<file path="src/rtl/core/mlps_pkg.sv">
// Shared types, sizes and the sigmoid lookup table for the MLP sigmoid block.
// No dependencies.
`timescale 1ns / 1ps
`default_nettype none
package mlps_pkg;

  localparam int IN_SIZE  = 256;
  localparam int HIDDEN1  = 16;
  localparam int HIDDEN2  = 16;
  localparam int OUT_SIZE = 16;

  localparam int W_L1_BASE = IN_SIZE * HIDDEN1;
  localparam int W_L2_BASE = W_L1_BASE + HIDDEN1 * HIDDEN2;
  localparam int W_TOTAL   = W_L2_BASE + HIDDEN2 * OUT_SIZE;
  localparam int B_TOTAL   = HIDDEN1 + HIDDEN2 + OUT_SIZE;
  localparam int H_TOTAL   = HIDDEN1 + HIDDEN2;

  localparam int WA_W  = $clog2(W_TOTAL);
  localparam int BA_W  = $clog2(B_TOTAL);
  localparam int HA_W  = $clog2(H_TOTAL);
  localparam int POS_W = $clog2(IN_SIZE + 1);

  localparam int MAX_N  = (HIDDEN1 > HIDDEN2) ?
                          ((HIDDEN1 > OUT_SIZE) ? HIDDEN1 : OUT_SIZE) :
                          ((HIDDEN2 > OUT_SIZE) ? HIDDEN2 : OUT_SIZE);
  localparam int NEUR_W = (MAX_N > 1) ? $clog2(MAX_N) : 1;
  localparam int CNT_W  = $clog2(MAX_N + 3);

  localparam int Q_DEPTH = 2;
  localparam int QPTR_W  = $clog2(Q_DEPTH);

  localparam int SIG_ENTRIES = 1024;
  localparam logic [63:0] EXP_STEP = 64'd4162825044;

  localparam logic [1:0] LAYER_H1  = 2'd0;
  localparam logic [1:0] LAYER_H2  = 2'd1;
  localparam logic [1:0] LAYER_OUT = 2'd2;

  localparam logic [1:0] KIND_WEIGHT = 2'd0;
  localparam logic [1:0] KIND_BIAS   = 2'd1;
  localparam logic [1:0] KIND_PIXEL  = 2'd2;

  typedef enum logic [1:0] {
    OP_WLOAD,
    OP_BLOAD,
    OP_PIXEL
  } mlps_op_e;

  typedef enum logic [1:0] {
    S_IDLE,
    S_MAC,
    S_DOT,
    S_ACT
  } mlps_state_e;

  typedef struct packed {
    mlps_op_e          op;
    logic [WA_W-1:0]   addr;
    logic [15:0]       data;
    logic              mac;
    logic              last;
  } mlps_req_t;

  typedef logic [15:0] sig_tbl_t [SIG_ENTRIES];

  function automatic logic [63:0] udiv64(input logic [63:0] n, input logic [63:0] d);
    logic [64:0] rem;
    logic [63:0] q;
    rem = '0;
    q   = '0;
    for (int b = 63; b >= 0; b--) begin
      rem = {rem[63:0], n[b]};
      if (rem >= {1'b0, d}) begin
        rem  = rem - {1'b0, d};
        q[b] = 1'b1;
      end
    end
    return q;
  endfunction

  function automatic sig_tbl_t build_sig();
    logic [63:0] pw [513];
    logic [63:0] d;
    logic [63:0] n;
    logic [63:0] v;
    sig_tbl_t    tbl;
    pw[0] = 64'h1_0000_0000;
    for (int m = 1; m <= 512; m++) begin
      pw[m] = (pw[m-1] * EXP_STEP + 64'h8000_0000) >> 32;
    end
    for (int m = 0; m < SIG_ENTRIES; m++) begin
      if (m >= 512) begin
        d = 64'h1_0000_0000 + pw[m-512];
        n = (64'd1 << 49) + d;
      end else begin
        d = 64'h1_0000_0000 + pw[512-m];
        n = (pw[512-m] << 17) + d;
      end
      v = udiv64(n, d << 1);
      if (v > 64'd65535) v = 64'd65535;
      tbl[m] = v[15:0];
    end
    return tbl;
  endfunction

  localparam sig_tbl_t SIG_TABLE = build_sig();

endpackage
`default_nettype wire

</file>
<file path="src/rtl/core/mlps_queue.sv">
// Short request queue between the front and back parts.
// Depends on mlps_pkg.
`timescale 1ns / 1ps
`default_nettype none
module mlps_queue
  import mlps_pkg::*;
(
  input  wire logic      clk_i,
  input  wire logic      rst_ni,
  input  wire logic      push_i,
  input  wire mlps_req_t push_data_i,
  output logic           full_o,
  input  wire logic      pop_i,
  output logic           empty_o,
  output mlps_req_t      pop_data_o
);

  mlps_req_t         mem_q [Q_DEPTH];
  logic [QPTR_W-1:0] wr_q, wr_d, rd_q, rd_d;
  logic [QPTR_W:0]   cnt_q, cnt_d;
  logic              do_push, do_pop;

  assign full_o     = (cnt_q == (QPTR_W+1)'(Q_DEPTH));
  assign empty_o    = (cnt_q == '0);
  assign do_push    = push_i & ~full_o;
  assign do_pop     = pop_i & ~empty_o;
  assign pop_data_o = mem_q[rd_q];

  always_comb begin
    wr_d  = do_push ? ((wr_q == QPTR_W'(Q_DEPTH-1)) ? '0 : wr_q + 1'b1) : wr_q;
    rd_d  = do_pop  ? ((rd_q == QPTR_W'(Q_DEPTH-1)) ? '0 : rd_q + 1'b1) : rd_q;
    cnt_d = cnt_q + (QPTR_W+1)'(do_push) - (QPTR_W+1)'(do_pop);
  end

  always_ff @(posedge clk_i or negedge rst_ni) begin
    if (!rst_ni) begin
      wr_q  <= '0;
      rd_q  <= '0;
      cnt_q <= '0;
    end else begin
      wr_q  <= wr_d;
      rd_q  <= rd_d;
      cnt_q <= cnt_d;
    end
  end

  always_ff @(posedge clk_i) begin
    if (do_push) begin
      mem_q[wr_q] <= push_data_i;
    end
  end

endmodule
`default_nettype wire

</file>
<file path="config.mk">
export PLATFORM = sky130hd
export DESIGN_NAME = mlps_queue
export DESIGN_NICKNAME = d
export VERILOG_FILES = /design/src/rtl/core/mlps_pkg.sv /design/src/rtl/core/mlps_queue.sv
export SDC_FILE = /design/constraint.sdc
export NUM_CORES = 1
export LEC_CHECK = 0
export BUFFER_PORTS_ARGS = -buffer_cell sky130_fd_sc_hd__buf_2
export CAP_MARGIN = 20
export CORE_MARGIN = 2
export CORE_UTILIZATION = 39
export CTS_BUF_LIST = sky130_fd_sc_hd__clkbuf_8 sky130_fd_sc_hd__clkbuf_16
export DETAILED_ROUTE_END_ITERATION = 10
export GPL_ROUTABILITY_DRIVEN = 0
export GPL_TIMING_DRIVEN = 0
export PLACE_DENSITY = 0.72
export SETUP_SLACK_MARGIN = 0.2
export SYNTH_ARGS = -nofsm -noshare
export SYNTH_HDL_FRONTEND = slang
export SYNTH_SLANG_ARGS = --single-unit
</file>
<file path="constraint.sdc">
create_clock -name clk_i -period 7.25 [get_ports clk_i]
set_clock_uncertainty 0.05 [all_clocks]
set_input_delay 0.3625 -clock clk_i [delete_from_list [all_inputs] [get_ports clk_i]]
set_output_delay 0.3625 -clock clk_i [all_outputs]
set_load 0.01 [all_outputs]
</file>
==> impl_results.md, run 1 <==
- Fmax: between 0.5 and 0.6 GHz
- DRC: 0
- CP delay by family, top: buffers and inverters
- Largest net degree at the start of global routing: 34
- Ant. Diodes: 0
- ANT nets after route: 0
- Post-layout util: around half
- Core Area: approximately 0.0068 mm^2
- First-pass GRT wire length: ~6500 um
- Flops & latches, synth: 70
- HP Class: input pin to flip-flop
- CTS tree: built
- Actual slew at the worst max-slew pin: approximately 0.8 ns
- Setup CP Type: flip-flop to primary output
- Top_reg_cell synth: edfxtp_1
- Critical path, cell by cell: buf_6, buf_12, mux2_4, buf_2
- Initial antenna violation count: 0
- Initial drt markers: 39
- Slowest cell delay on critical path: about 0.37 ns
- Part of the cycle the worst path needs: 25.5%
- Peak VDD IR: ~0.00026 V
- Post-synthesis mux area share: approximately 18%
- Setup-failing EPs final: 0
- Detailed Route WL: between 4000 and 5000 um
- Fin. max-slew vios: 0
- Fill cell count: between 600 and 700
- Post-synth EDFFs: 66
- Cts bufs inserted: 9
- Layout Nets: 244
- Post-synth top cells: 66 x edfxtp_1, 29 x mux2_4, 4 x dfrtp_1, 4 x mux2_2
- Initial Util: 40.2%
- Share of the synthesized area in compound gates (AO/OA/AOI/OAI): 0%
- Port bufs: approximately 70
- Via density: 4.32
- Post-CTS Resized: 0
- RSZ-0062 raised after global routing: false
- CP endpoint kind: primary output
- Share of the synthesized area in the top cell type: between 70% and 80%
- Total GRT Usage: a little under an eighth
- First-pass iteration count of the detailed router: 4
- Post-Layout Cell Count: roughly 300
- Top-count cell post-synth: edfxtp_1
- HPWL after detailed placement: 2860 um
- Cell Area, Placed: 0.00325 mm^2
- IO Count: 72
- Rows: 30
- Gate Count Post-Synth: around 120
- Share of cells above drive strength 1: about three fifths
- Post-Synth XOR/XNOR Area: 1.28%
- Largest area contributor in the netlist: edfxtp_1
- Htree depth: 3
- Post-route cell area: 0.00342 mm^2
- Avg Inst Size Synth: 22.6 um^2
- Critical path buffers and inverters: 3
- WL per Instance: 14.3 um
- Die area: about 0.0077 mm^2
- Synth warn: 0
- Vias in the first global route: 1312
- # Max-Cap Violations: 0
- Ranking of synthesized cells by area: edfxtp_1 72%, mux2_4 16%, dfrtp_1 3.7%, buf_12 2.2%, mux2_2 1.6%
- Register area share after synthesis: about 76%
- Via count: 1323
- Relative max-transition margin: roughly 46%
- Post-Synth Adder-Cell Area: 0.915%
- Worst EP required: 6.84 ns
- Leakage power: between 1 and 1.5 nW
- Net Count, Synth: between 150 and 200
- Netlist Area Pre-Place: approximately 0.0027 mm^2
- Area Overhead vs Synth: 25.1%
- Clk_lat worst skew: between 0.3 and 0.4 ns
- Gr ovfl total: 0
- Slowest-stage cell, CP: dfrtp_1
- CP Max Fanout: 10
- Placed insts: 289
- Die Y-Extent: around 88 um
- Min cycle time layout: around 1.8 ns
- Startpoint Class: flip-flop
- Footprint of the multi-input gates: 582 um^2
- Pwr dens: ~390 mW/mm^2
- Crit path DAT: between 1 and 1.5 ns
- Clock slew at reported path FFs: about 0.080 ns
- CTS sink cnt: 70
- Synth Area in Simple Gates: between 1 and 1.5%
- Clock Path Buffers: 2
- Register area: ~0.0021 mm^2
- Root buf cell: clkbuf_8
- Largest family of logic cells by synthesized area: multiplexers
- Distinct cell type count after synthesis: 15
- Async SR Flop Fraction: 5.71%
- Die Wd: between 80 and 90 um
- Outcome: finished clean
- Fin Setup TNS: 0 ns
- Final Hold Fails: 0
## report_power, final
group | switching (mW) | internal (mW) | total, mW
logic | 0.229 | 0.264 | 0.493
clock network | 0.139 | 0.121 | 0.260
registers | 0.0280 | 0.555 | 0.583
total | 0.396 | 0.940 | 1.34
## layer usage
metal  track usage, %  vias to the layer above  part of all wire, %
met5                0                        -                    0
met4             5.87                        0                 0.87
met3             5.09                        2                  4.3
met2             19.4                       32                   53
met1             13.0                      655                   42
li1                 -                      634                    -
## cell families after synthesis
| logic type | after synthesis |
|---|---|
| xor gates and xnor gates | 4 |
| adders and majority gates | 2 |
| buffers and inverters | 6 |
| DFF | 70 |
| muxes | 33 |
| and+or+nand+nor | 6 |
## repair_timing
item,4_1_cts,5_1_grt
hold buffers,1,0
hold endpoints to repair,4,0
setup buffers,0,0
## cells in the final DEF (no fill, tap or decap), types with 3 or more instances in the layout
cell type,Yosys,final
xnor2_1,3,3
buf_2,0,71
buf_12,3,3
mux2_2,4,4
dfrtp_1,4,4
clkbuf_8,0,9
mux2_4,29,29
edfxtp_1,66,66
## through the flow
stage | hold WS [ns] | total power [mW] | setup WS, ns
after floorplan | 0.0169 | 0.935 | 4.79
after global placement | 0.123 | 1.08 | 3.88
after detailed placement | 0.123 | 1.10 | 5.52
after CTS | 0.144 | 1.36 | 5.37
after global routing | 0.133 | 1.41 | 5.33
final | 0.163 | 1.34 | 5.40
## final cells by class
cell class	count	area share, %
clock buffer	9	3.62
sequential	70	60.9
buffer	4	2.08
tap	96	3.51
inverter	2	0.219
clock inverter	7	1.21
timing repair buffer	73	11.5
multi-input combinational	45	17.0
## worst register-to-register path, delay by kind of cell (launching register included)
kind          cells  cell delay, ns
simple gates      3            0.71
flops             1            0.42
buf+inv           1            0.23
## registers in the layout (all words and copies together) (netlist names)
name and count:
cnt_q 2, mem_q 66, rd_q 1, wr_q 1
## path summary, 6_finish.rpt
kind / from / slack [ns] / depth (start not counted) / to
min in group asynchronous: rst_ni / 0.32 / 2 / wr_q
min: push_data_i[11] / 0.16 / 1 / mem_q[0][11]
max in group asynchronous: rst_ni / 6.71 / 2 / cnt_q[1]
max: rd_q / 5.40 / 4 / pop_data_o[5]
min reg2reg: cnt_q[0] / 0.49 / 1 / cnt_q[0]
max reg2reg: cnt_q[1] / 5.55 / 4 / mem_q[0][23]
Power figures use the tool's default switching activity.
==> run 2, diff against run 1 <==
--- a/config.mk
+++ b/config.mk
@@ -5,6 +5,7 @@
 export SDC_FILE = /design/constraint.sdc
 export NUM_CORES = 1
 export LEC_CHECK = 0
+export ABC_AREA = 1
 export BUFFER_PORTS_ARGS = -buffer_cell sky130_fd_sc_hd__buf_2
 export CAP_MARGIN = 20
 export CORE_MARGIN = 2
==> constraint.sdc (replaced) <==
create_clock -name clk_i -period 1.9 [get_ports clk_i]
set_clock_uncertainty 0.05 [all_clocks]
set_input_delay 0.095 -clock clk_i [delete_from_list [all_inputs] [get_ports clk_i]]
set_output_delay 0.095 -clock clk_i [all_outputs]
set_load 0.01 [all_outputs]
==> run 2 against run 1 <==
Effect of this change:
- final cell count rose by 35%
- critical endpoint is now mem_q[1][1]
- setup slack got worse by 5.1 ns
- synthesized area fell by 1.4%
- highest routed layer unchanged
- clock-buffer cell count did not move
- worst hold slack got worse by 0.12 ns
- synthesized cell count rose by 70%
- final area rose by 12%
- non-clock buffer count rose by 40
==> impl_results.md, run 2 <==
- Die area: 0.00759 mm^2 (-1.4%)
- HP Class: input pin to async pin
- Die Y-Extent: 87.1 um (-0.68%)
- Ant. Diodes: 0 (unchanged)
- Post-Layout Cell Count: 413 (+35%)
- Pwr dens: 1490 mW/mm^2 (+280%)
- Total GRT Usage: 15.2% (+3.5 points)
- Flops & latches, synth: 70 (unchanged)
- # Max-Cap Violations: 0 (unchanged)
- Gr ovfl total: 0 (unchanged)
- Core Area: 0.00676 mm^2 (-0.55%)
- Layout Nets: 367 (+50%)
- CP endpoint kind: flip-flop
- First-pass GRT wire length: 8510 um (+32%)
- Detailed Route WL: 5330 um (+22%)
- Initial Util: 39.9% (-0.35 points)
- Int Power: 3.90 mW (+320%)
- Largest Register: mem_q
- Hold slack: 0.0382 ns (-0.124 ns)
- Die Wd: 87.1 um (-0.68%)
- Via density: 4.44 (+2.8%)
- Avg Inst Size Synth: 13.1 um^2 (-42%)
- Fin Setup TNS: 0 ns (unchanged)
- Ranking of synthesized cells by area: edfxtp_1 74%, nand2_1 14%, dfrtp_1 3.7%, nand2_2 2.3%, buf_6 1.7%
- Clock Path Buffers: 2 (unchanged)
- Register area share after synthesis: 77.3% (+1.1 points)
- Setup WS pre-CTS: 0.0269 ns (-5.50 ns)
- Worst EP required: 1.82 ns (-5.02 ns)
- WL per Instance: 12.9 um (-9.5%)
- Peak VDD IR: 0.000738 V (+190%)
- Fmax: 0.624 GHz
- Fill cell count: 564 (-6.8%)
- Share of the synthesized area in the top cell type: 73.5% (+1.0 points)
- Synth warn: 0 (unchanged)
- Logic pwr share: 34.8% (-2.1 points)
- Initial drt markers: 59 (+51%)
- Sequential share of power: 38.4% (-5.2 points)
- Top_reg_cell synth: edfxtp_1
- Setup-failing EPs final: 0 (unchanged)
- Final setup margin: 0.297 ns (-5.11 ns)
- Gate Count Post-Synth: 206 (+70%)
- Part of the cycle the worst path needs: between 80% and 90%
- Outcome: finished clean
- CTS sink cnt: 70 (unchanged)
- Sw Ratio: 31.9% (+2.3 points)
- Actual slew at the worst max-slew pin: 0.553 ns (-0.251 ns)
- ANT nets after route: 0 (unchanged)
- Clock power frac: 26.8% (+7.3 points)
- Port bufs: 71 (unchanged)
- HPWL after detailed placement: 3080 um (+7.7%)
- Leakage power: 1.71 nW (+24%)
- Fin. max-slew vios: 0 (unchanged)
- RSZ-0062 raised after global routing: true
- Top-count cell post-synth: nand2_1
- DRC: 0 (unchanged)
- IO Count: 72 (unchanged)
- Cells on worst reg2reg path: 3 (-1)
- Clk_lat worst skew: 0.33 ns (about the same)
- Post-synth EDFFs: 66 (unchanged)
- Worst R2R Setup Slack: 0.30 ns (-5.25 ns)
- First-pass iteration count of the detailed router: 4 (unchanged)
- Netlist Area Pre-Place: 0.00270 mm^2 (-1.4%)
- Htree depth: 3 (unchanged)
- Final Hold Fails: 0 (unchanged)
- Setup CP Type: flip-flop to flip-flop
- Root buf cell: clkbuf_8
- Area Overhead vs Synth: 42.7%
- CP Max Fanout: 16 (+6)
- Relative max-transition margin: 63.1% (+17 points)
- Placed insts: 358 (+24%)
- Net Count, Synth: 245 (+53%)
- Rows: 30 (unchanged)
- Sw power: 1.83 mW (+360%)
- Largest net degree at the start of global routing: 34 (unchanged)
- Min cycle time layout: 1.60 ns
- Post-synth top cells: 102 x nand2_1, 66 x edfxtp_1, 10 x inv_1, 10 x nand2_2
- Regs by FF count: mem_q x66, cnt_q x2
- Cts bufs inserted: 9 (unchanged)
- Async SR Flop Fraction: 5.71% (unchanged)
- Vias in the first global route: 1859 (+42%)
- Share of cells above drive strength 1: 33.0% (-27 points)
- Largest area contributor in the netlist: edfxtp_1
- Most common cell after layout, fill and taps aside: nand2_1
- Crit path DAT: 1.53 ns (+0.10 ns)
- Initial antenna violation count: 0 (unchanged)
- Startpoint Class: flip-flop
- Distinct cell type count after synthesis: 12 (-3)
- Number of flip-flops in the largest register: 66 (unchanged)
- Commonest cells after routing, fill and taps aside: 102 x nand2_1, 71 x buf_2, 66 x edfxtp_1, 35 x dlygate4sd3_1, 10 x nand2_2
- CTS tree: built
- Clock slew at reported path FFs: 0.08 ns (about the same)
- Via count: 1835 (+39%)
[run 2: changes by cell type after synthesis, moves of 4 or more]
cell	before	now
mux2_2	4	0
mux2_4	29	0
nand2_2	0	10
nand2_1	1	102
inv_1	2	10
[run 2: routing by layer]
| layer | vias up | share of wire, % | GRT usage, % |
|---|---|---|---|
| met5 | - | 0 | 0 |
| met3 | 4 | 5.2 | 5.78 |
| met1 | 854 | 44 | 17.2 |
| met4 | 0 | 0.69 | 5.73 |
| li1 | 927 | - | - |
| met2 | 50 | 50 | 26.2 |
[run 2: cells by family after synthesis]
kind of cell               Yosys count  synth area share (%)
and+or+nand+nor                    116                  17.2
DFF                                 70                  77.3
buffers and inverters               18                  4.60
adders and majority gates            2                 0.928
[run 2: path summary, 6_finish.rpt]
path                                to     start
setup reg to reg           mem_q[1][1]  cnt_q[1]
hold / removal                cnt_q[1]    rst_ni
hold reg to reg                   wr_q      wr_q
max in group asynchronous         rd_q    rst_ni
min in group clk_i                wr_q    push_i
setup / recovery           mem_q[1][1]  cnt_q[1]
[run 2: power groups by stage]
stage,Sequential [mW],Clock (mW),Combinational [mW]
after floorplan,2.22,0,1.17
after global placement,2.23,0,1.81
after detailed placement,2.24,0,1.89
after CTS,2.20,1.57,1.98
after global routing,2.23,1.65,2.27
final,2.20,1.54,2.00
[run 2: area by class of cell]
cell class | count | area, um^2 | share of cell area [%]
plain buffers | 7 | 75.1 | 1.95
multi-input cells | 119 | 508 | 13.2
clock inverters | 7 | 136 | 3.55
flip-flops and latches | 70 | 2080 | 54.1
repair buffers | 110 | 768 | 20.0
clock buffers | 9 | 124 | 3.22
inverters | 11 | 52.6 | 1.37
well taps | 80 | 100 | 2.60
[run 2: metrics by stage]
step	area, um^2	utilization, %	power, mW
after floorplan	2700	-	3.39
after global placement	3160	46.7	4.04
after detailed placement	3190	47.1	4.13
after CTS	3810	56.5	5.76
after global routing	3850	56.9	6.15
final	3850	56.9	5.73
[run 2: critical path, cell delays in order (launching register included)]
cell and delay, ns:
dfrtp_1 0.40, nand2_1 0.10, nand2_1 0.19, nor2_4 0.50
[run 2: what timing repair did]
item                       in CTS  in global routing
gates cloned                    0                  1
setup buffers                   2                  1
setup endpoints to repair      66                 33
gates resized for setup         1                  1
hold endpoints to repair       71                  0
pin swaps                       0                  2
hold buffers                   35                  0
==> run 3, diff against run 2 <==
==> constraint.sdc (replaced) <==
create_clock -name clk_i -period 1.5 [get_ports clk_i]
set_clock_uncertainty 0.05 [all_clocks]
set_input_delay 0.075 -clock clk_i [delete_from_list [all_inputs] [get_ports clk_i]]
set_output_delay 0.075 -clock clk_i [all_outputs]
set_load 0.01 [all_outputs]
==> run 3 against run 2 <==
Effect of this change:
- combinational power is 92% higher
- sequential share of layout area shrank 6.1 points
- die area unchanged
- clock power is 8% higher
- critical endpoint is now pop_data_o[3]
- via count up 6.5%
- utilization rose by 7.2 points
- flip-flop and latch count unchanged
- critical path depth rose by 3
- total power grew 45%
- wire length grew 16%
- first-iteration DRC count increased by 19%
==> impl_results.md, run 3 (synthesis gave the netlist of run 2 again) <==
- Outcome: finished clean
- HP Class: input pin to flip-flop
- CTS tree: built
- Fmax: around 0.67 GHz
- HPWL after detailed placement: 2940 um (-4.5%)
- Slowest cell delay on critical path: 0.35 ns (-0.15 ns)
- First-pass GRT wire length: 8710 um (+2.3%)
- Clk_lat worst skew: 0.34 ns (about the same)
- Root buf cell: clkbuf_8
- Port bufs: 71 (unchanged)
- Area Overhead vs Synth: 60.8%
- Clock Path Buffers: 2 (unchanged)
- Critical path, cell by cell: buf_6, clkinv_8, clkbuf_16, nand2_2, nand2_1, buf_2
- Vias in the first global route: 1937 (+4.2%)
- Relative max-transition margin: 88.4% (+25 points)
- Part of the cycle the worst path needs: ~99%
- Hold slack: 0.0439 ns (+0.00575 ns)
- CTS sink cnt: 70 (unchanged)
- Via count: 1954 (+6.5%)
- Slowest-stage cell, CP: dfrtp_1
- Htree depth: 3 (unchanged)
- Share of cells above drive strength 1: 47.0% (+14 points)
- WL per Instance: 14.2 um (+10%)
- Worst EP required: 1.37 ns (-0.45 ns)
- Placed insts: 357 (-0.28%)
- Initial Util: 39.9% (unchanged)
- Total GRT Usage: 15.8% (+0.56 points)
- CP Max Fanout: 8 (-8)
- Final Hold Fails: 0 (unchanged)
- Largest Register: mem_q
- Die Y-Extent: 87.1 um (unchanged)
- Initial antenna violation count: 0 (unchanged)
- Gr ovfl total: 0 (unchanged)
- Post-Layout Cell Count: 435 (+5.3%)
- Crit path DAT: 1.37 ns (-0.16 ns)
- DRC: 0 (unchanged)
- CP endpoint kind: primary output
- Clock slew at reported path FFs: 0.07 ns (about the same)
- Via density: 4.49 (+1.1%)
- Pwr dens: 1920 mW/mm^2 (+29%)
- Layout Nets: 389 (+6.0%)
- Number of flip-flops in the largest register: 66 (unchanged)
- Setup CP Type: flip-flop to primary output
- # Max-Cap Violations: 0 (unchanged)
- Final setup margin: 0.00847 ns (-0.289 ns)
- IO Count: 72 (unchanged)
- Startpoint Class: flip-flop
- Die area: 0.00759 mm^2 (unchanged)
- Setup WS pre-CTS: -0.334 ns (-0.361 ns)
- Detailed Route WL: 6180 um (+16%)
- Fin. max-slew vios: 0 (unchanged)
- Regs by FF count: mem_q x66, cnt_q x2
- ANT nets after route: 0 (unchanged)
- Cts bufs inserted: 9 (unchanged)
- Core Area: 0.00676 mm^2 (unchanged)
- Leakage power: 1.88 nW (+10%)
- Setup-failing EPs final: 0 (unchanged)
- First-pass iteration count of the detailed router: 4 (unchanged)
- Actual slew at the worst max-slew pin: 0.175 ns (-0.378 ns)
- Die Wd: 87.1 um (unchanged)
- Most common cell after layout, fill and taps aside: nand2_1
- Min cycle time layout: 1.49 ns
- Largest net degree at the start of global routing: 18 (-47%)
- Rows: 30 (unchanged)
- Initial drt markers: 70 (+19%)
- Ant. Diodes: 0 (unchanged)
- Peak VDD IR: 0.00104 V (+41%)
- Commonest cells after routing, fill and taps aside: 77 x nand2_1, 66 x edfxtp_1, 60 x buf_2, 37 x dlygate4sd3_1, 27 x nand2_2
- RSZ-0062 raised after global routing: true
[run 3: changes by cell type in the layout (fill, tap and decap cells not counted), sizes merged]
cell	delta
clkinvlp	+3
buf	+15
dlygate4sd3	+2
clkbuf	+3
inv	+1
bufinv	-2
[run 3: layout make-up]
cell class              count  area (um^2)
inverters                  11         62.6
well taps                  80          100
multi-input cells         119          653
flip-flops and latches     70         2080
repair buffers            130         1110
fillers                   504         2420
clock buffers               9          124
plain buffers               7         91.3
clock inverters             7         96.3
repair inverters            2         16.3
[run 3: worst max-delay path: cells and delay by family (launching register included)]
| kind | cells | cell delay (ns) |
|---|---|---|
| buffers and inverters | 4 | 0.57 |
| DFF | 1 | 0.35 |
| and+or+nand+nor | 2 | 0.11 |
[run 3: power by group]
part           switching [mW]  internal [mW]  total [mW]  leakage (nW)
sequential              0.164           2.67        2.83         0.662
combinational            1.96           1.88        3.84          1.12
clock                   0.721          0.938        1.66         0.103
[run 3: worst paths after layout]
path,endpoint,slack [ns],cells after the start,from
max in group asynchronous,rd_q,0.69,3,rst_ni
hold reg to reg,wr_q,0.49,2,wr_q
hold / removal,wr_q,0.04,3,push_i
setup reg to reg,cnt_q[1],0.11,9,cnt_q[1]
setup / recovery,pop_data_o[3],0.008,6,rd_q
min in group asynchronous,cnt_q[1],0.57,3,rst_ni
[run 3: metrics by stage]
step / instance area, um^2 / TNS, ns / utilization [%] / total power [mW]
after global routing: 4330 / -0.371 / 64.1 / 8.79
final: 4330 / 0 / 64.1 / 8.33
after floorplan: 2720 / -0.702 / - / 4.32
after global placement: 3170 / -19.54 / 46.9 / 5.14
after detailed placement: 3170 / -21.54 / 46.9 / 5.20
after CTS: 4050 / 0 / 59.9 / 7.58
[run 3: per-layer routing]
metal	part of all wire, %	GRT usage [%]
met4	1.3	7.13
met1	42	18.4
met5	0	0
met3	4.0	4.27
met2	53	27.1
[run 3: what timing repair did]
action | in CTS | in global routing
setup buffers | 16 | 3
resized for setup | 16 | 48
endpoints found under the setup margin | 101 | 102
pin swaps | 10 | 15
cloned | 2 | 4
hold buffers | 37 | 0
endpoints found under the hold margin | 71 | 0
