[config.mk]
export PLATFORM = sky130hd
export DESIGN_NAME = mlps_front
export DESIGN_NICKNAME = d
export VERILOG_FILES = /design/src/rtl/core/mlps_pkg.sv /design/src/rtl/core/mlps_front.sv
export SDC_FILE = /design/constraint.sdc
export NUM_CORES = 1
export LEC_CHECK = 0
export BUFFER_PORTS_ARGS = -buffer_cell sky130_fd_sc_hd__buf_2
export CORE_MARGIN = 1.5
export CORE_UTILIZATION = 40
export CTS_CLUSTER_SIZE = 14
export DETAILED_ROUTE_END_ITERATION = 12
export PLACE_DENSITY = 0.89
export SLEW_MARGIN = 10
export SYNTH_ARGS = -nofsm -noshare
export SYNTH_HDL_FRONTEND = slang
export SYNTH_SLANG_ARGS = --single-unit
[constraint.sdc]
create_clock -name clk_i -period 2 [get_ports clk_i]
set_input_delay 0 -clock clk_i [delete_from_list [all_inputs] [get_ports clk_i]]
set_output_delay 0 -clock clk_i [all_outputs]
set_load 0.005 [all_outputs]
[src/rtl/core/mlps_pkg.sv]
// Shared types, sizes and the sigmoid lookup table for the MLP sigmoid block.
// No dependencies.
`timescale 1ns / 1ps
`default_nettype none
package mlps_pkg;

  localparam int IN_SIZE  = 256;
  localparam int HIDDEN1  = 16;
  localparam int HIDDEN2  = 16;
  localparam int OUT_SIZE = 16;

  localparam int W_L1_BASE = IN_SIZE * HIDDEN1;
  localparam int W_L2_BASE = W_L1_BASE + HIDDEN1 * HIDDEN2;
  localparam int W_TOTAL   = W_L2_BASE + HIDDEN2 * OUT_SIZE;
  localparam int B_TOTAL   = HIDDEN1 + HIDDEN2 + OUT_SIZE;
  localparam int H_TOTAL   = HIDDEN1 + HIDDEN2;

  localparam int WA_W  = $clog2(W_TOTAL);
  localparam int BA_W  = $clog2(B_TOTAL);
  localparam int HA_W  = $clog2(H_TOTAL);
  localparam int POS_W = $clog2(IN_SIZE + 1);

  localparam int MAX_N  = (HIDDEN1 > HIDDEN2) ?
                          ((HIDDEN1 > OUT_SIZE) ? HIDDEN1 : OUT_SIZE) :
                          ((HIDDEN2 > OUT_SIZE) ? HIDDEN2 : OUT_SIZE);
  localparam int NEUR_W = (MAX_N > 1) ? $clog2(MAX_N) : 1;
  localparam int CNT_W  = $clog2(MAX_N + 3);

  localparam int Q_DEPTH = 2;
  localparam int QPTR_W  = $clog2(Q_DEPTH);

  localparam int SIG_ENTRIES = 1024;
  localparam logic [63:0] EXP_STEP = 64'd4162825044;

  localparam logic [1:0] LAYER_H1  = 2'd0;
  localparam logic [1:0] LAYER_H2  = 2'd1;
  localparam logic [1:0] LAYER_OUT = 2'd2;

  localparam logic [1:0] KIND_WEIGHT = 2'd0;
  localparam logic [1:0] KIND_BIAS   = 2'd1;
  localparam logic [1:0] KIND_PIXEL  = 2'd2;

  typedef enum logic [1:0] {
    OP_WLOAD,
    OP_BLOAD,
    OP_PIXEL
  } mlps_op_e;

  typedef enum logic [1:0] {
    S_IDLE,
    S_MAC,
    S_DOT,
    S_ACT
  } mlps_state_e;

  typedef struct packed {
    mlps_op_e          op;
    logic [WA_W-1:0]   addr;
    logic [15:0]       data;
    logic              mac;
    logic              last;
  } mlps_req_t;

  typedef logic [15:0] sig_tbl_t [SIG_ENTRIES];

  function automatic logic [63:0] udiv64(input logic [63:0] n, input logic [63:0] d);
    logic [64:0] rem;
    logic [63:0] q;
    rem = '0;
    q   = '0;
    for (int b = 63; b >= 0; b--) begin
      rem = {rem[63:0], n[b]};
      if (rem >= {1'b0, d}) begin
        rem  = rem - {1'b0, d};
        q[b] = 1'b1;
      end
    end
    return q;
  endfunction

  function automatic sig_tbl_t build_sig();
    logic [63:0] pw [513];
    logic [63:0] d;
    logic [63:0] n;
    logic [63:0] v;
    sig_tbl_t    tbl;
    pw[0] = 64'h1_0000_0000;
    for (int m = 1; m <= 512; m++) begin
      pw[m] = (pw[m-1] * EXP_STEP + 64'h8000_0000) >> 32;
    end
    for (int m = 0; m < SIG_ENTRIES; m++) begin
      if (m >= 512) begin
        d = 64'h1_0000_0000 + pw[m-512];
        n = (64'd1 << 49) + d;
      end else begin
        d = 64'h1_0000_0000 + pw[512-m];
        n = (pw[512-m] << 17) + d;
      end
      v = udiv64(n, d << 1);
      if (v > 64'd65535) v = 64'd65535;
      tbl[m] = v[15:0];
    end
    return tbl;
  endfunction

  localparam sig_tbl_t SIG_TABLE = build_sig();

endpackage
`default_nettype wire

[src/rtl/core/mlps_front.sv]
// Input side: accepts items, drops ignored ones, tracks pixel position.
// Depends on mlps_pkg.
`timescale 1ns / 1ps
`default_nettype none
module mlps_front
  import mlps_pkg::*;
(
  input  wire logic        clk_i,
  input  wire logic        rst_ni,
  input  wire logic        in_valid_i,
  output logic             in_ready_o,
  input  wire logic [1:0]  kind_i,
  input  wire logic [12:0] index_i,
  input  wire logic [15:0] value_i,
  input  wire logic [7:0]  pixel_i,
  input  wire logic        last_i,
  input  wire logic        q_full_i,
  output logic             push_o,
  output mlps_req_t        req_o
);

  logic [POS_W-1:0] pos_q, pos_d;
  logic             take, keep, in_img;

  assign in_ready_o = ~q_full_i;
  assign take       = in_valid_i & in_ready_o;
  assign in_img     = (pos_q < POS_W'(IN_SIZE));

  always_comb begin
    req_o      = '0;
    keep       = 1'b0;
    pos_d      = pos_q;
    req_o.last = last_i;
    case (kind_i)
      KIND_WEIGHT: begin
        req_o.op   = OP_WLOAD;
        req_o.addr = WA_W'(index_i);
        req_o.data = value_i;
        keep       = (32'(index_i) < W_TOTAL);
      end
      KIND_BIAS: begin
        req_o.op   = OP_BLOAD;
        req_o.addr = WA_W'(index_i);
        req_o.data = value_i;
        keep       = (32'(index_i) < B_TOTAL);
      end
      KIND_PIXEL: begin
        req_o.op   = OP_PIXEL;
        req_o.addr = WA_W'(WA_W'(pos_q) * WA_W'(HIDDEN1));
        req_o.data = {pixel_i, pixel_i};
        req_o.mac  = in_img;
        keep       = in_img | last_i;
        if (take) begin
          if (last_i) pos_d = '0;
          else if (in_img) pos_d = pos_q + 1'b1;
        end
      end
      default: begin
        keep = 1'b0;
      end
    endcase
  end

  assign push_o = take & keep;

  always_ff @(posedge clk_i or negedge rst_ni) begin
    if (!rst_ni) begin
      pos_q <= '0;
    end else begin
      pos_q <= pos_d;
    end
  end

endmodule
`default_nettype wire

==> results.txt, run 1 <==
- The run finished with clean final reports.
- The number of global-route vias before repair came to 1050.
- Buffers inserted during clock tree synthesis total 3.
* Hold violation count in the final report: 0
* Critical path data arrival time: approximately 1.6 ns
* TritonCTS clock tree: yes
- For the worst flop-to-flop path, the logic depth is 4.
- Once layout is complete, the cells apart from fillers number approximately 240.
* Master cell of the clock root buffer: sky130_fd_sc_hd__clkbuf_4
- Final design area excluding fillers: ~1300 um2
- Antenna-violating nets left: 0
* Routability-driven placement congestion ratio: 0.8545
* Sequential cell fraction of total power: 39.4%
- The final-report max-slew violation count came to 0.
- # rows: 16
* Starting Density: 43.87%
- The final critical path takes up between 60 and 70% of the cycle.
- Among all stages on the critical path, the largest delay is contributed by sky130_fd_sc_hd__or4_1.
- Critical R2R Capture: pos_q[4]$_DFFE_PN0P_
* Smallest setup slack after layout: 0.6425 ns
- After synthesis, the most frequently instantiated cells are sky130_fd_sc_hd__inv_1 (28), sky130_fd_sc_hd__o21ai_0 (28), sky130_fd_sc_hd__nand2_1 (24).
* Top flip-flop cell by instance count after synthesis: sky130_fd_sc_hd__dfrtp_1
* Max VDD drop: between 0.3 and 0.4 mV
- STA classifies the critical path endpoint as a flop.
* Netlist area before placement: 895.9 um2
- In the final timing run, aggregate negative setup slack is 0 ns.
- Top reg by flops: pos_q
* Max-cap check violation count: 0
* Finished Core Util: roughly 66%
* Detailed-route wire length: around 2700 um
- Cell internal power was estimated by the tool at 376.5 uW.
* Setup repair after global routing missed its margin: no
* Count of clock tree sinks: 9
* Post-synth net total: 181
- Initial DRC count: 15
* Slew Limit Headroom: about 77%
- Maximum cell stage delay along the critical path: 0.47 ns
- Area fraction of the dominant cell type after synthesis: 25.14%
* Comb pwr share: a little over a third
* Share of cells above drive strength 1: 40.93%
- Power density normalized to cell area: 411.9 nW/um2
- Yosys mapped a number of flops with a built-in enable equal to 0.
- Via/cell ratio: 4.773
* F_max: 736.6 MHz
* Power after layout: 553.5 uW
* Largest net degree at the start of global routing: 30
- The worst path needs 1.358 ns of the cycle, external delays included.
* Setup CP Type: reg -> reg
* Count of mapped cells out of synthesis: 136
- The first global-routing pass estimated 4395 um of wire.
- Count of buffers from port buffering: between 70 and 80
- Met1 Use GR: 25.61%
* Ant diodes: 0
- Summed over all instances, the cell type with the most area after synthesis is sky130_fd_sc_hd__dfrtp_1.
- Syn_area_per_cell: 6.587 um2
- Cell leakage power: 0.7942 nW
- Once detailed placement completed, the half-perimeter wirelength came to 2262 um.
- Largest registers: pos_q (9)
- Core Region: 2042 um2
- Total track usage: roughly 22%
* Worst hold-check slack: 0.1090 ns
* Critical-path cell list: ha_1 -> nand3_4 -> or4_1 -> nand2_1
- From bottom edge to top edge, the die measures 50.33 um.
* Width of the die: 50.33 um
- The die covers roughly 2500 um2.
- Buffer levels on the longest clock path: 2
- Summing all flip-flop and latch instances after layout gives 225.2 um2.
- Met2 Resource Use GR: between 30% and 40%
- The share of total power dissipated in the clock network is between 20% and 30%.
- In this run the critical register-to-register path is launched from pos_q[0]$_DFFE_PN0P_.
* Highest net fanout along the worst path: 5
- Switching share of power: 31.98%
- Dividing the detail-routed wire length by the instance count gives 11.22 um.
- The later pin in the worst-skew pair is clocked with a latency of 0.26 ns.
- Net switching power: 177.0 uW
* Internal reg-to-reg setup slack: ~0.64 ns
- STA classifies the critical path startpoint as a flop.
- Setup Viol. Count Final: 0
- The filler cells instantiated in the layout total 197.
- Global routing finished with a remaining overflow of 0.
- GRT Max-Usage Layer: met2
- During I/O placement, the number of pins put on the boundary was 79.
* Maximum level of the CTS H-tree: 1
- Number of distinct library cells after synthesis: 29
* Count of synthesis-stage warnings from yosys: 0
- M3 GR Usage: around 7.7%
- Minimum setup slack after placement: 0.6685 ns
- Combined area of the multi-input logic cells: 538.0 um2
- Residual DRC count: 0
- The register with the most flip-flops in the layout has 9 of them.
- Detailed-route via count: 1155
- By area the synthesized netlist is led by sky130_fd_sc_hd__dfrtp_1 (25%), sky130_fd_sc_hd__o21ai_0 (16%), sky130_fd_sc_hd__inv_1 (12%).
- The initial antenna violation count is 0.
* Post-CTS setup buffer count: 0
- After synthesis, flip-flops and latches occupy 25.14% of the total area.
* Required time of the critical path: 2.20 ns
- Launching instance or port of the critical path: pos_q[0]$_DFFE_PN0P_
- Number of cells after detailed placement: 237
* CTS clk-pin slew, worst paths: 0.06 ns
- The first detailed-routing pass took 4 iterations.
* End point of the critical path: pos_q[4]$_DFFE_PN0P_
- #FFs+latches synth: 9
* Net count reported at finish: 261
- Dpl cell area: 1308 um2
- Post-synth ARST share: 100.0%
- Actual slew at the worst max-slew pin: 0.3459 ns
- Area growth syn-to-layout: 50.00%
- The min-delay analysis places its worst path in the category in -> async.
* Clock Skew: 0.002274 ns
## worst min-delay path by stage
stage,startpoint,endpoint,slack [ns],depth (start not counted)
5_1_grt,last_i,pos_q[1]$_DFFE_PN0P_,0.11,3
6_report,rst_ni,pos_q[5]$_DFFE_PN0P_,0.11,2
3_5_place_dp,rst_ni,pos_q[1]$_DFFE_PN0P_,-0.14,1
3_3_place_gp,rst_ni,pos_q[1]$_DFFE_PN0P_,-0.14,1
4_1_cts,rst_ni,pos_q[1]$_DFFE_PN0P_,0.11,2
2_1_floorplan,rst_ni,pos_q[0]$_DFFE_PN0P_,-0.30,0
## power groups by stage
| stage | logic (mW) | registers, mW | clock network [mW] |
|---|---|---|---|
| after global routing | 0.224 | 0.221 | 0.154 |
| after floorplan | 0.0922 | 0.216 | 0 |
| after global placement | 0.191 | 0.218 | 0 |
| final | 0.198 | 0.218 | 0.137 |
| after CTS | 0.200 | 0.218 | 0.142 |
| after detailed placement | 0.198 | 0.221 | 0 |
## per-layer routing
metal | vias up | share of wire (%)
met5 | - | 0
met4 | 0 | 0.15
met3 | 2 | 11
met2 | 47 | 49
met1 | 504 | 40
li1 | 602 | -
## cells in the final DEF (no fill, tap or decap), types with 2 or more instances in the layout
master,synthesis,final
sky130_fd_sc_hd__nand3_4,2,2
sky130_fd_sc_hd__buf_2,1,78
sky130_fd_sc_hd__and4_1,2,2
sky130_fd_sc_hd__clkbuf_4,0,3
sky130_fd_sc_hd__o21ai_0,28,28
sky130_fd_sc_hd__nor2_1,4,4
sky130_fd_sc_hd__nand4_1,2,2
sky130_fd_sc_hd__or4_1,2,2
sky130_fd_sc_hd__nor2b_1,7,7
sky130_fd_sc_hd__inv_1,28,28
sky130_fd_sc_hd__nor3_1,3,3
sky130_fd_sc_hd__nand2_1,24,24
sky130_fd_sc_hd__o211ai_1,3,3
sky130_fd_sc_hd__dfrtp_1,9,9
sky130_fd_sc_hd__xor2_1,3,3
sky130_fd_sc_hd__buf_4,1,2
## cells by family (layout without fill, tap and decap cells)
logic type / count (synthesis) / after routing / synth area share (%)
and+or+nand+nor: 54 / 54 / 34.36
AOI/OAI and AO/OA: 34 / 34 / 20.11
buffers and inverters: 34 / 113 / 14.80
DFF: 9 / 9 / 25.14
xor gates and xnor gates: 3 / 3 / 2.933
adders and majority gates: 1 / 1 / 1.396
muxes: 1 / 1 / 1.257
## final cells by class
type,instances,area share (%)
clock buffers,4,1.955
flip-flops and latches,9,16.76
inverters,28,7.821
multi-input cells,93,40.04
well taps,27,2.514
repair buffers,81,30.91
## critical path, delay by kind of cell, from the launching register on
kind | cells | cell delay [ns]
flops | 1 | 0.40
simple gates | 3 | 0.65
fa+ha+maj | 1 | 0.25
## timing repair
action,in CTS,in global routing
endpoints found under the hold margin,9,0
hold buffers,1,0
resized for setup,0,0
No activity file was read; power rests on OpenSTA's default activity.
==> run 2, diff against run 1 <==
CORE_UTILIZATION = 37   (was 40)
PLACE_DENSITY = 0.84   (was 0.89)
clock period = 1.3 ns   (was 2 ns; I/O delays follow)
==> run 2 against run 1 <==
  * Wire length is 1.4% higher
  * Non-clock buffer count up 7
  * Design area is 5.4% higher
  * Global-route usage fell by 1.5 points
  * First-iteration DRC count down 6.7%
  * Combinational power rose by 74%
  * Critical path depth stayed put
  * Cell count grew 3.3%
==> results.txt, run 2 (synthesis results as in run 1) <==
- F_max: 794.7 MHz (was 736.6 MHz)
- The launch point of the worst reg-to-reg path was pos_q[4]$_DFFE_PN0P_ (was pos_q[0]$_DFFE_PN0P_).
- The worst-case clock buffer depth came to 2 (unchanged).
- The total wire length after detailed routing is 2754 um (was 2716 um).
- First-pass GRT wire length: 4133 um (was 4395 um)
* Max-cap check violation count: 0 (unchanged)
- Max-slew violation total from the final report: 0 (unchanged)
* Type of the most critical hold path: in -> reg (was in -> async)
- The layout cell share with drive strength beyond 1 was 45.05% (was 40.93%).
- The net switching component of the power is 281.5 uW (was 177.0 uW).
- Met1 Use GR: 21.53% (was 25.61%)
* Setup Viol. Count Final: 0 (unchanged)
* Critical path's slowest cell: sky130_fd_sc_hd__dfrtp_1 (was sky130_fd_sc_hd__or4_1)
* Internal reg-to-reg setup slack: 0.04 ns (was 0.64 ns)
- The area added between synthesis and finish was 58.10% (was 50.00%).
* Power density normalized to cell area: 627.1 nW/um2 (was 411.9 nW/um2)
- Maximum cell stage delay along the critical path: 0.40 ns (was 0.47 ns)
* Initial DRC count: 14 (was 15)
- Met2 Resource Use GR: 39.03% (was 39.69%)
* Starting Density: 39.73% (was 43.87%)
- The half-perimeter wire length after placement was 2168 um (was 2262 um).
- # rows: 17 (was 16)
- The final-report hold violation count came to 0 (unchanged).
- Time the final worst path needs with I/O delays and setup: 1.258 ns (was 1.358 ns)
* Sequential cell fraction of total power: 36.7% (was 39.4%)
* Critical path data arrival time: 1.46 ns (was 1.56 ns)
- The worst-case clock skew was 0.001884 ns (was 0.002274 ns).
- Cts bufs inserted: 3 (unchanged)
- The worst relative slew slack came to 80.03% (was 76.89%).
* Antenna-violating nets left: 0 (unchanged)
- Highest net fanout along the worst path: 5 (unchanged)
- The total non-filler cell area in the finished layout came to 1416 um2 (was 1344 um2).
* Area of the die: 2725 um2 (was 2533 um2)
- Setup CP Type: reg -> reg (unchanged)
- Cell-internal power: 606.6 uW (was 376.5 uW)
* Part of the total power dissipated in the clock network: 24.5% (was 24.8%)
- The number of inserted diodes is 0 (unchanged).
- The dominant delay contributor by cell family on the critical path is simple AND/OR/NAND/NOR gates (unchanged).
- Min-delay src: last_i
- WHS Path Cells: 3
* Comb pwr share: 38.8% (was 35.8%)
- First-pass iteration count of the detailed router: 4 (unchanged)
* Critical R2R Capture: pos_q[7]$_DFFE_PN0P_ (was pos_q[4]$_DFFE_PN0P_)
* Net count reported at finish: 268 (was 261)
- TritonCTS clock tree: yes (unchanged)
* Flip-flop count of the largest register, all copies and words added: 9 (unchanged)
* Setup tns final: 0 ns (unchanged)
* Status: finished clean (unchanged)
* Power after layout: 888.2 uW (was 553.5 uW)
- The overall die width is 52.21 um (was 50.33 um).
- Most common cell after layout, fill and taps aside: sky130_fd_sc_hd__buf_2 (unchanged)
- Required time of the critical path: 1.50 ns (was 2.20 ns)
- The clock transition at the registers of the reported paths is 0.06 ns (about the same).
- Clock insertion delay at the later pin of the skew report: 0.27 ns (was 0.26 ns)
- Largest registers: pos_q (9) (unchanged)
* Routability-driven placement congestion ratio: 0.8117 (was 0.8545)
- Count of clock tree sinks: 9 (unchanged)
- The launch point of the worst path is pos_q[4]$_DFFE_PN0P_ (was pos_q[0]$_DFFE_PN0P_).
- The placeable core region was 2255 um2 (was 2042 um2).
* Crit. End Element: flop (unchanged)
- The total DRC errors in the routed layout is 0 (unchanged).
- The static leakage was 0.8334 nW (was 0.7942 nW).
- The pin count of the biggest net entering global routing was 34 (was 30).
* Detailed-route via count: 1164 (was 1155)
- The number of global-route vias before repair came to 978 (was 1050).
* Count of buffers from port buffering: 78 (unchanged)
- Crit share post-route: 96.79% (was 67.88%)
* Critical-path cell list: and4_1 -> nand2_1 -> or3_4 -> a21oi_2 (was ha_1 -> nand3_4 -> or4_1 -> nand2_1)
- Total track usage: 20.52% (was 22.00%)
- The met3 routing resource usage after global routing came to 4.857% (was 7.738%).
* Actual slew at the worst max-slew pin: 0.2973 ns (was 0.3459 ns)
- Switching share of power: 31.70% (was 31.98%)
- The placed cell area is 1354 um2 (was 1308 um2).
* Hold Path Sink: pos_q[1]$_DFFE_PN0P_
- The post-detailed-route wirelength per cell came to 11.02 um (was 11.22 um).
* Max VDD drop: 0.6097 mV (was 0.3671 mV)
* Maximum level of the CTS H-tree: 1 (unchanged)
- The die outline height came to 52.21 um (was 50.33 um).
* Number of placed I/O pins: 79 (unchanged)
- The number of vias per cell after detailed routing came to 4.656 (was 4.773).
- Top reg by flops: pos_q (unchanged)
- The worst path buffer plus inverter count came to 0 (unchanged).
* Master cell of the clock root buffer: sky130_fd_sc_hd__clkbuf_4 (unchanged)
* Number of antenna violations at the first check in global routing: 0 (unchanged)
- The most used routing layer is met2 (unchanged).
- Commonest non-fill, non-tap cells in the layout: sky130_fd_sc_hd__buf_2 (78), sky130_fd_sc_hd__inv_1 (27), sky130_fd_sc_hd__o21ai_0 (27), sky130_fd_sc_hd__nand2_1 (24) (was sky130_fd_sc_hd__buf_2 (78), sky130_fd_sc_hd__inv_1 (28), sky130_fd_sc_hd__o21ai_0 (28), sky130_fd_sc_hd__nand2_1 (24), sky130_fd_sc_hd__dfrtp_1 (9)).
- The depth of the most critical reg-to-reg path was 4 (unchanged).
- The overall overflow remaining after global route is 0 (unchanged).
* Type of element launching the critical path: flop (unchanged)
==> run 2: cell count changes in the layout (fill, tap and decap cells not counted), sizes merged <==
cell  previous run  this run
buf             80        87
==> run 2: stage by stage <==
step	hold WS (ns)	setup WS (ns)	std cells	utilization [%]
detailed placement	-0.1326	0.03857	244	60.04
floorplan	-0.2956	0.04787	136	-
finish	0.09569	0.04169	250	62.82
CTS	0.09317	0.02734	249	61.88
global route	0.1200	-0.01724	250	62.82
global placement	-0.1364	0.06572	244	60.04
==> run 2: power groups by stage <==
stage | clock, mW | combinational (mW) | sequential, mW
5_1_grt | 0.245 | 0.393 | 0.330
3_3_place_gp | 0 | 0.333 | 0.327
2_1_floorplan | 0 | 0.142 | 0.333
4_1_cts | 0.231 | 0.342 | 0.323
6_report | 0.218 | 0.344 | 0.326
3_5_place_dp | 0 | 0.337 | 0.328
==> run 2: repair_timing <==
action | CTS | global route
pin swaps | 0 | 1
endpoints found under the hold margin | 9 | 0
hold buffers | 1 | 0
setup buffers | 0 | 1
gates cloned | 0 | 0
endpoints found under the setup margin | 1 | 4
resized for setup | 1 | 6
==> run 2: layout make-up <==
type                            instances  area (um2)
Clock buffer                            4       26.28
Timing Repair Buffer                   88       467.9
Tap cell                               28       35.03
Sequential cell                         9       225.2
Inverter                               28       105.1
Multi-Input combinational cell         93       556.8
Fill cell                             229       838.3
==> run 2: how the worst max path moves through the flow <==
| stage | to | slack [ns] | cells past startpoint |
|---|---|---|---|
| floorplan | pos_q[4]$_DFFE_PN0P_ | 0.05 | 4 |
| global placement | pos_q[5]$_DFFE_PN0P_ | 0.07 | 4 |
| detailed placement | pos_q[5]$_DFFE_PN0P_ | 0.04 | 4 |
| CTS | push_o | 0.03 | 5 |
| global route | pos_q[7]$_DFFE_PN0P_ | -0.02 | 4 |
| finish | pos_q[7]$_DFFE_PN0P_ | 0.04 | 4 |
==> run 2: metal layers <==
metal  vias to the layer above  share of wire, %
met5                         -                 0
met4                         0               1.3
met3                         4               7.4
met2                        49                50
met1                       497                42
li1                        614                 -
==> run 2: worst min-delay path: cells and delay by family <==
family	cells	cell delay, ns
AOI/OAI and AO/OA	1	0.07
buffers and inverters	1	0.13
and+or+nand+nor	1	0.11
==> run 3, diff against run 2 <==
CORE_ASPECT_RATIO = 0.75   (was unset)
==> run 3 against run 2 <==
  * Flip-flop and latch count stayed put
  * Setup slack lost 0.015 ns
  * Wire length increased by 2.0%
  * Core utilization rose by 0.62 points
  * Worst hold slack lost 0.0015 ns
  * Count of clock-buffer cells in the layout unchanged
  * Design area up 2.6%
  * Sequential share of layout area is 0.40 points lower
  * Largest cell class unchanged
==> results.txt, run 3 (synthesis results as in run 1) <==
- Status: finished clean (unchanged).
- Flip-flop count of the largest register, all copies and words added: 9 (unchanged)
* Net count reported at finish: 271 (was 268)
- The die outline height came to 45.62 um (was 52.21 um).
- The number of max-cap violations came to 0 (unchanged).
* Detailed-route via count: 1188 (was 1164)
* Crit. End Element: flop (unchanged)
* Via/cell ratio: 4.587 (was 4.656)
* Routability-driven placement congestion ratio: 0.8426 (was 0.8117)
- Maximum cell stage delay along the critical path: 0.47 ns (was 0.40 ns)
* Cell leakage power: 0.8480 nW (was 0.8334 nW)
* Fillers: 231 (was 229)
- Setup repair after global routing could not meet its margin everywhere.
* Launching instance or port of the critical path: pos_q[0]$_DFFE_PN0P_ (was pos_q[4]$_DFFE_PN0P_)
* Initial DRC count: 32 (was 14)
* Ant diodes: 0 (unchanged)
- First-pass iteration count of the detailed router: 4 (unchanged)
- The area added between synthesis and finish is 62.15% (was 58.10%).
- Combined area of the multi-input logic cells: 563.0 um2 (was 556.8 um2)
* Critical R2R Capture: pos_q[5]$_DFFE_PN0P_ (was pos_q[7]$_DFFE_PN0P_)
* First-pass GRT wire length: 4195 um (was 4133 um)
- Required time of the critical path: 1.50 ns (about the same)
* F_max: 785.2 MHz (was 794.7 MHz)
- CTS clk-pin slew, worst paths: 0.06 ns (about the same)
- The least setup slack across all paths after layout was 0.02648 ns (was 0.04169 ns).
- Area of the die: 2729 um2 (was 2725 um2)
- Vias in the first global route: 1006 (was 978)
- The largest fanout on the critical path is 4 (was 5).
- The CTS buffer count was 3 (unchanged).
- The share of the clock period used by the worst path after layout came to 97.96% (was 96.79%).
- The worst setup path endpoint was pos_q[5]$_DFFE_PN0P_ (was pos_q[7]$_DFFE_PN0P_).
- Clock Skew: 0.001161 ns (was 0.001884 ns)
* Core Region: 2290 um2 (was 2255 um2)
- The insertion delay to the later sink of the worst-skew pair is 0.26 ns (was 0.27 ns).
- Count of clock tree sinks: 9 (unchanged)
- Largest net degree at the start of global routing: 34 (unchanged)
- Antenna-violating nets left: 0 (unchanged)
- Commonest non-fill, non-tap cells in the layout: sky130_fd_sc_hd__buf_2 (78), sky130_fd_sc_hd__inv_1 (27), sky130_fd_sc_hd__o21ai_0 (27), sky130_fd_sc_hd__nand2_1 (23), sky130_fd_sc_hd__buf_4 (12) (was sky130_fd_sc_hd__buf_2 (78), sky130_fd_sc_hd__inv_1 (27), sky130_fd_sc_hd__o21ai_0 (27), sky130_fd_sc_hd__nand2_1 (24)).
- The critical setup path kind is reg -> reg (unchanged).
- Count of buffers from port buffering: 78 (unchanged)
- Critical path data arrival time: 1.47 ns (was 1.46 ns)
- Max VDD drop: 0.4015 mV (was 0.6097 mV)
- The worst hold slack after final layout is 0.09417 ns (was 0.09569 ns).
* DP HPWL: 2283 um (was 2168 um)
- Internal reg-to-reg setup slack: 0.03 ns (was 0.04 ns)
- Master cell of the clock root buffer: sky130_fd_sc_hd__clkbuf_4 (unchanged)
* TritonCTS clock tree: yes (unchanged)
* Actual slew at the worst max-slew pin: 0.3903 ns (was 0.2973 ns)
- Setup Viol. Count Final: 0 (unchanged)
* Starting Density: 39.13% (was 39.73%)
* Slew Limit Headroom: 73.78% (was 80.03%)
- Critical-path cell list: and2_4 -> nand3_4 -> or4_1 -> nand2_1 (was and4_1 -> nand2_1 -> or3_4 -> a21oi_2)
- The depth of the CTS H-tree was 1 (unchanged).
- The total DRC errors in the routed layout came to 0 (unchanged).
* Critical path's slowest cell: sky130_fd_sc_hd__or4_1 (was sky130_fd_sc_hd__dfrtp_1)
* Share of cells above drive strength 1: 45.78% (was 45.05%)
- Number of placed I/O pins: 79 (unchanged)
- The power density over the cells came to 627.7 nW/um2 (was 627.1 nW/um2).
* Detailed-route wire length: 2810 um (was 2754 um)
- Minimum setup slack after placement: 0.01137 ns (was 0.03857 ns)
* Largest registers: pos_q (9) (unchanged)
- GRT overflow: 0 (unchanged)
* Setup tns final: 0 ns (unchanged)
* Number of cell instances on the worst register-to-register path: 4 (unchanged)
- Max-slew violation total from the final report: 0 (unchanged)
- The initial antenna violation count is 0 (unchanged).
- The overall die width is 59.82 um (was 52.21 um).
- The type of the tightest min-delay check was in -> reg (unchanged).
- The final-report hold violation count came to 0 (unchanged).
- The most common cell after layout, fill and taps aside is sky130_fd_sc_hd__buf_2 (unchanged).
* Time the final worst path needs with I/O delays and setup: 1.274 ns (was 1.258 ns)
- Total track usage: 20.41% (was 20.52%)
* # rows: 15 (was 17)
* Finished Core Util: 63.44% (was 62.82%)
- Worst reg2reg startpoint: pos_q[0]$_DFFE_PN0P_ (was pos_q[4]$_DFFE_PN0P_)
* Top reg by flops: pos_q (unchanged)
* Type of element launching the critical path: flop (unchanged)
- The area of all sequential standard cells was 225.2 um2 (unchanged).
- The worst-case clock buffer depth was 2 (unchanged).
- Routed wire per std cell: 10.85 um (was 11.02 um)
run 3: critical path: cells and delay by family (launching register included):
kind             cells  cell delay [ns]
and+or+nand+nor      4             0.80
DFF                  1             0.41
run 3: area by class of cell:
cell class / count / area share, %
multi-input combinational: 93 / 38.76
timing repair buffer: 91 / 33.76
clock buffer: 4 / 1.809
tap: 34 / 2.929
inverter: 28 / 7.235
sequential: 9 / 15.50
run 3: through the flow:
step	std cells	area (um2)	total power [mW]
after floorplan	136	895.9	0.4749
after global placement	250	1361	0.6605
after detailed placement	250	1361	0.6668
after CTS	255	1403	0.8864
after global routing	259	1453	0.9977
final	259	1453	0.9118
run 3: what timing repair did:
action | CTS | global route
endpoints found under the setup margin | 1 | 5
pin swaps | 0 | 5
endpoints found under the hold margin | 9 | 0
gates resized for setup | 1 | 7
setup buffers | 0 | 4
hold buffers | 1 | 0
run 3: where the power goes:
group / internal [mW] / switching (mW)
clock network: 0.118 / 0.0926
logic: 0.201 / 0.168
registers: 0.305 / 0.0278
run 3: how the worst min path moves through the flow:
| stage | from | endpoint | slack (ns) | depth (start not counted) |
|---|---|---|---|---|
| detailed placement | rst_ni | pos_q[1]$_DFFE_PN0P_ | -0.13 | 1 |
| global route | last_i | pos_q[1]$_DFFE_PN0P_ | 0.12 | 3 |
| floorplan | rst_ni | pos_q[0]$_DFFE_PN0P_ | -0.30 | 0 |
| finish | last_i | pos_q[1]$_DFFE_PN0P_ | 0.09 | 3 |
| global placement | rst_ni | pos_q[1]$_DFFE_PN0P_ | -0.14 | 1 |
| CTS | last_i | pos_q[1]$_DFFE_PN0P_ | 0.09 | 3 |
run 3: routing by layer:
layer	GRT usage, %	part of all wire (%)
met1	25.04	43
met2	36.30	50
met3	5.966	7.5
met4	3.111	0
met5	0	0
